[config.mk]
export PLATFORM = sky130hd
export DESIGN_NAME = qnorm_bit
export DESIGN_NICKNAME = d
export VERILOG_FILES = /design/src/rtl/qnorm_pkg.sv /design/src/rtl/qnorm_bit.sv
export SDC_FILE = /design/constraint.sdc
export NUM_CORES = 1
export LEC_CHECK = 0
export BUFFER_PORTS_ARGS = -buffer_cell sky130_fd_sc_hd__buf_2
export CAP_MARGIN = 25
export CORE_MARGIN = 2
export CORE_UTILIZATION = 40
export DETAILED_ROUTE_END_ITERATION = 6
export PLACE_DENSITY = 0.62
export SYNTH_ARGS = -nofsm -noshare
export SYNTH_HDL_FRONTEND = slang
export SYNTH_SLANG_ARGS = --single-unit
export TNS_END_PERCENT = 50
[constraint.sdc]
create_clock -name vclk -period 17
set_input_delay 4.25 -clock vclk [all_inputs]
set_output_delay 4.25 -clock vclk [all_outputs]
set_load 0.005 [all_outputs]
[src/rtl/qnorm_pkg.sv]
// Shared constants for the quaternion normalizer.
// No dependencies.
`default_nettype none
package qnorm_pkg;
  localparam int CompW = 16;
  localparam int SqW = 31;
  localparam int SumW = 34;
  localparam int QW = 15;
  localparam logic [CompW-1:0] UnitOne = 16'd16384;
  // the test d*d*s <= m*m*2^30 is kept exact: d up to 2^15, s up to 2^32,
  // and the running products q*s and q*q*s stay below 2^61
  localparam int LhsW = 64;
endpackage
`default_nettype wire

[src/rtl/qnorm_bit.sv]
// One quotient-bit step of the scaled quotient for one component, built
// from shifts and adds on the running products q*s and q*q*s.
// Depends on qnorm_pkg.
`default_nettype none
module qnorm_bit #(
  parameter int Bit = 14
) (
  input  wire logic [qnorm_pkg::QW-1:0]   q_in,
  input  wire logic [qnorm_pkg::LhsW-1:0] a_in,
  input  wire logic [qnorm_pkg::LhsW-1:0] b_in,
  input  wire logic [qnorm_pkg::SqW-1:0]  sq,
  input  wire logic [qnorm_pkg::SumW-1:0] sum,
  output logic [qnorm_pkg::QW-1:0]        q_out,
  output logic [qnorm_pkg::LhsW-1:0]      a_out,
  output logic [qnorm_pkg::LhsW-1:0]      b_out
);
  logic [qnorm_pkg::LhsW-1:0] s64;
  logic [qnorm_pkg::LhsW-1:0] lhs;
  logic [qnorm_pkg::LhsW-1:0] rhs;
  logic                       take;

  // try setting this bit: with d = 2q + (2^(Bit+1) - 1),
  // d*d*s = 4*q*q*s + 4*(2^(Bit+1) - 1)*q*s + (2^(Bit+1) - 1)^2*s;
  // stop once the result reached one
  always_comb begin
    s64 = qnorm_pkg::LhsW'(sum);
    lhs = (b_in << 2) + (a_in << (Bit + 3)) - (a_in << 2)
        + (s64 << (2 * Bit + 2)) - (s64 << (Bit + 2)) + s64;
    rhs = qnorm_pkg::LhsW'(sq) << 30;
    take = (q_in < qnorm_pkg::QW'(qnorm_pkg::UnitOne)) && (lhs <= rhs);
    if (take) begin
      q_out = q_in | qnorm_pkg::QW'(1 << Bit);
      a_out = a_in + (s64 << Bit);
      b_out = b_in + (a_in << (Bit + 1)) + (s64 << (2 * Bit));
    end else begin
      q_out = q_in;
      a_out = a_in;
      b_out = b_in;
    end
  end
endmodule
`default_nettype wire
; ---- Word-level counts from Yosys, hierarchy flattened
; Cells that the tools add are included.
[totals]
register_bits = 0
output_inout_bits = 143
[classes]
addsub = 8
order_cmp = 2
mux = 3
reduce_logical = 1
[ops]
columns = operator, count
row1 = $add A64 B64 Y64, 3
row2 = $mux W64, 2
row3 = $add A64 B34 Y64, 1
row4 = $add A64 B48 Y64, 1
row5 = $add A64 B62 Y64, 1
row6 = $le A64 B61 Y1, 1
row7 = $sub A64 B50 Y64, 1
row8 = $sub A64 B64 Y64, 1
row9 = $lt A15 B15 Y1 const B, 1
row10 = $mux W15, 1
row11 = $logic_and A1 B1 Y1, 1

; ---- Logic depth before layout (Yosys ltp)
[logic_depth]
word_depth = 8
depth_mapped = 35

; ---- Least setup slack after synthesis
; Ideal clock, no wire load.
[synth_path]
kind = input port to output port
start = in a_in[18] in the netlist's numbering
end = out a_out[54] in the netlist's numbering
arrival_time_ns = 11.842
required_time_ns = 12.750
path_slack_ns = 0.908
stages = 33
n_path_buf = 1
path_cell_list = inv_1 -> fa_1 -> inv_1 -> fa_1 -> inv_1 -> fa_1 -> inv_1 -> ha_1 -> clkbuf_1 -> and3_1 -> a221oi_1 -> nor2_1 -> a21oi_1 -> a31oi_1 -> a21oi_1 -> o21ai_0 -> nand4_1 -> nand4b_1 -> a2111oi_0 -> xnor2_1 -> ha_1 -> nand4bb_1 -> a2111oi_0 -> o2111ai_1 -> or4_1 -> nor4_1 -> o2111a_1 -> nand4_1 -> a2111o_1 -> a2111oi_2 -> nand2_1 -> or4b_1 -> xnor2_1
[synth_via]
elab_chain_cells = 8
word_cells_on_any_way = 9
cone_classes = add/sub: 6 / order compare: 1 / mux: 1 / reduce/logical: 1
[synth_lines]
columns = item, line_no
row1 = "start, declared", qnorm_bit.sv:9  ; input wire logic [qnorm_pkg::LhsW-1:0] a_in,
row2 = $add A64 B64 Y64, qnorm_bit.sv:27  ; lhs = (b_in << 2) + (a_in << (Bit + 3)) - (a_in << 2)
row3 = $sub A64 B64 Y64, qnorm_bit.sv:27
row4 = $add A64 B64 Y64, qnorm_bit.sv:28  ; + (s64 << (2 * Bit + 2)) - (s64 << (Bit + 2)) + s64;
row5 = $sub A64 B50 Y64, qnorm_bit.sv:28
row6 = $add A64 B34 Y64, qnorm_bit.sv:28
row7 = $le A64 B61 Y1, qnorm_bit.sv:30  ; take = (q_in < qnorm_pkg::QW'(qnorm_pkg::UnitOne)) && (lhs <= rhs);
row8 = $logic_and A1 B1 Y1, qnorm_bit.sv:30
row9 = $mux W64 *, qnorm_bit.sv:31  ; if (take) begin
row10 = "end, declared", qnorm_bit.sv:14  ; output logic [qnorm_pkg::LhsW-1:0] a_out,
; Mark *: on every way between the ends. The rest lies on a longest branch, timed or not.

; ---- Worst setup path after layout
[layout_path]
start = in a_in[17] in the netlist's numbering
end = out a_out[60] in the netlist's numbering
; The elaborated chain is that of the path after synthesis.

==> flow_summary.ini <==
[critical_path]
critPathBufInv = 9
critPathLaunch = a_in[17]
cpMostUsedCell = inv_1
critPathSlowestCell = or4_4
cp.arrival_ns = 12.64
slowest_delay_ns = 0.59
startpoint_type = input pin
critPathMaxFanout = 4
crit_family = simple AND/OR/NAND/NOR gates
endpoint_kind = output port
critPathKind = in2out
cp.required_ns = 12.75

[timing]
setup_tns_ns = 0
worst_pin_slew_ns = 1.11
rsz0062_at_grt = yes
layout_min_cycle_time_ns = 16.89
period_share = 0.993
setup_violations = 0
timing.final.ws_setup_ns = 0.114
slew_headroom = 0.252
max_freq_mhz = 59.2
hold_viol_final = 0
slew_violations = 0

[cells_and_area]
flops_and_latches = 0
multiInputGateArea_sq_um = 15700
nNetsFinal = 3262
area_growth_pct = 29.1
drive_gt1_frac = 0.293
n_clock_buffer = 0
seqCellArea_sq_um = 0
nFillCells = 4072

[global_routing]
grt_max_degree = 24
use_met1 = 0.377
grt_remaining_overflow = 0
grt_pass1_wl_um = 103000
use_met2 = 0.567
grt_pass1_vias = 17600
grt.met3_usage = 0.0218
grt.busiest_layer = met2
grt.total_usage = 0.308
antenna_found_initial = 3

[power]
powerDensity_nw_per_um2 = 136
peakVddDrop_v = 0.0000594
leakagePower_nw = 11.2

[place]
hpwl_um = 61100
portBuffers = 323
place_ws_ns = -0.336
gp_congestion = 0.985

[floorplanning]
ios = 351
die_y_um = 209
die_area_sq_um = 43600
start_util = 0.403
rows = 75
core_sq_um = 41700
die_w_um = 209

[worst_hold_path]
min_from = q_in[0]
hold_class = in2out

[detailed_routing]
via_count = 17300
drc = 0
drt_iter0_markers = 1155
routedWlPerCell_um = 22.4
antenna_left = 0
viasPerCell = 5.56
drtPass1Iterations = 5
wl_um = 69600

[job]
cap_viol_max_count = 0

[yosys]
syn_area_sq_um = 16800
synth_area_leaders = ha_1 23%, fa_1 21%, inv_1 8.4%
ys_types = 81
synth_top_area_cell = ha_1
syn_inst = 2114
ys_warn_count = 0
syn_avg_cell_area_sq_um = 7.94
seq_area_frac_synth = 0
syn_nets = 2806
netlist.area_leader.share = 0.226

[cts]
ctsHoldBuffers = 0

[status]
outcome = finished, final reports clean
[per-layer routing]
metal  up-vias  share of wire
li1       8051              -
met1      8500           0.41
met2       596           0.50
met3       131          0.048
met4         2          0.045
met5         -        0.00010
[what timing repair did]
item | 4_1_cts | 5_1_grt
gates cloned | 1 | 6
setup buffers | 9 | 18
endpoints found under the setup margin | 96 | 100
gates resized for setup | 13 | 289
pin swaps | 7 | 59
[cell usage after synthesis (all sizes together), types with 10 or more instances]
library cell / n
nor4: 10
and3: 14
xor2: 46
mux2i: 11
inv: 377
nand2: 125
ha: 304
a21o: 84
o21bai: 25
a21oi: 159
nor2: 104
o21ai: 99
a211oi: 19
nand2b: 22
nor2b: 12
o21a: 22
clkbuf: 33
buf: 69
o211ai: 12
fa: 180
mux2: 43
nand3: 46
xnor2: 89
nand4: 41
a31oi: 17
nor3: 24
[logic make-up after synthesis]
logic type | count (synthesis) | synth area share
XOR/XNOR | 135 | 0.0704
AO/OA/AOI/OAI | 520 | 0.202
adder cells (fa/ha/maj) | 484 | 0.441
multiplexers | 54 | 0.0354
AND/OR/NAND/NOR | 442 | 0.130
buffers and inverters | 479 | 0.121
[final cells by class]
cell class	instances	share of cell area
Timing Repair Buffer	556	0.179
Inverter	377	0.0656
Multi-Input combinational cell	1635	0.724
Tap cell	539	0.0311
Antenna cell	2	0.000231
[path summary, 6_finish.rpt]
check  depth (start not counted)   endpoint
max                           33  a_out[60]
min                            0   q_out[0]
[through the flow]
stage	utilization	instance area, sq um	power [mW]	hold slack (ns)	cells
final	0.521	21700	2.96	8.50	3109
after global routing	0.520	21700	3.22	8.50	3107
after CTS	0.484	20200	2.59	8.50	3083
after detailed placement	0.481	20000	2.52	8.50	3073
after global placement	0.481	20000	2.50	8.50	3073
after floorplan	-	16800	1.60	8.56	2114
[report_power, final]
group / internal [mW] / switching, mW
combinational: 1.35 / 1.61
sequential: 0 / 0
clock: 0.0000000157 / 0
total: 1.35 / 1.61
[placed cells by master, fill, tap and decap left out, types with 22 or more instances in the layout]
cell type	n
inv_1	364
ha_1	287
buf_2	285
buf_4	203
fa_1	176
a21oi_1	145
nand2_1	109
nor2_1	99
xnor2_1	86
a21o_1	84
o21ai_0	59
buf_6	50
xor2_1	46
nand3_1	44
nand4_1	41
mux2_4	36
o21ai_2	26
o21bai_1	24
nand2b_1	22
(Power assumes the default switching activity.)
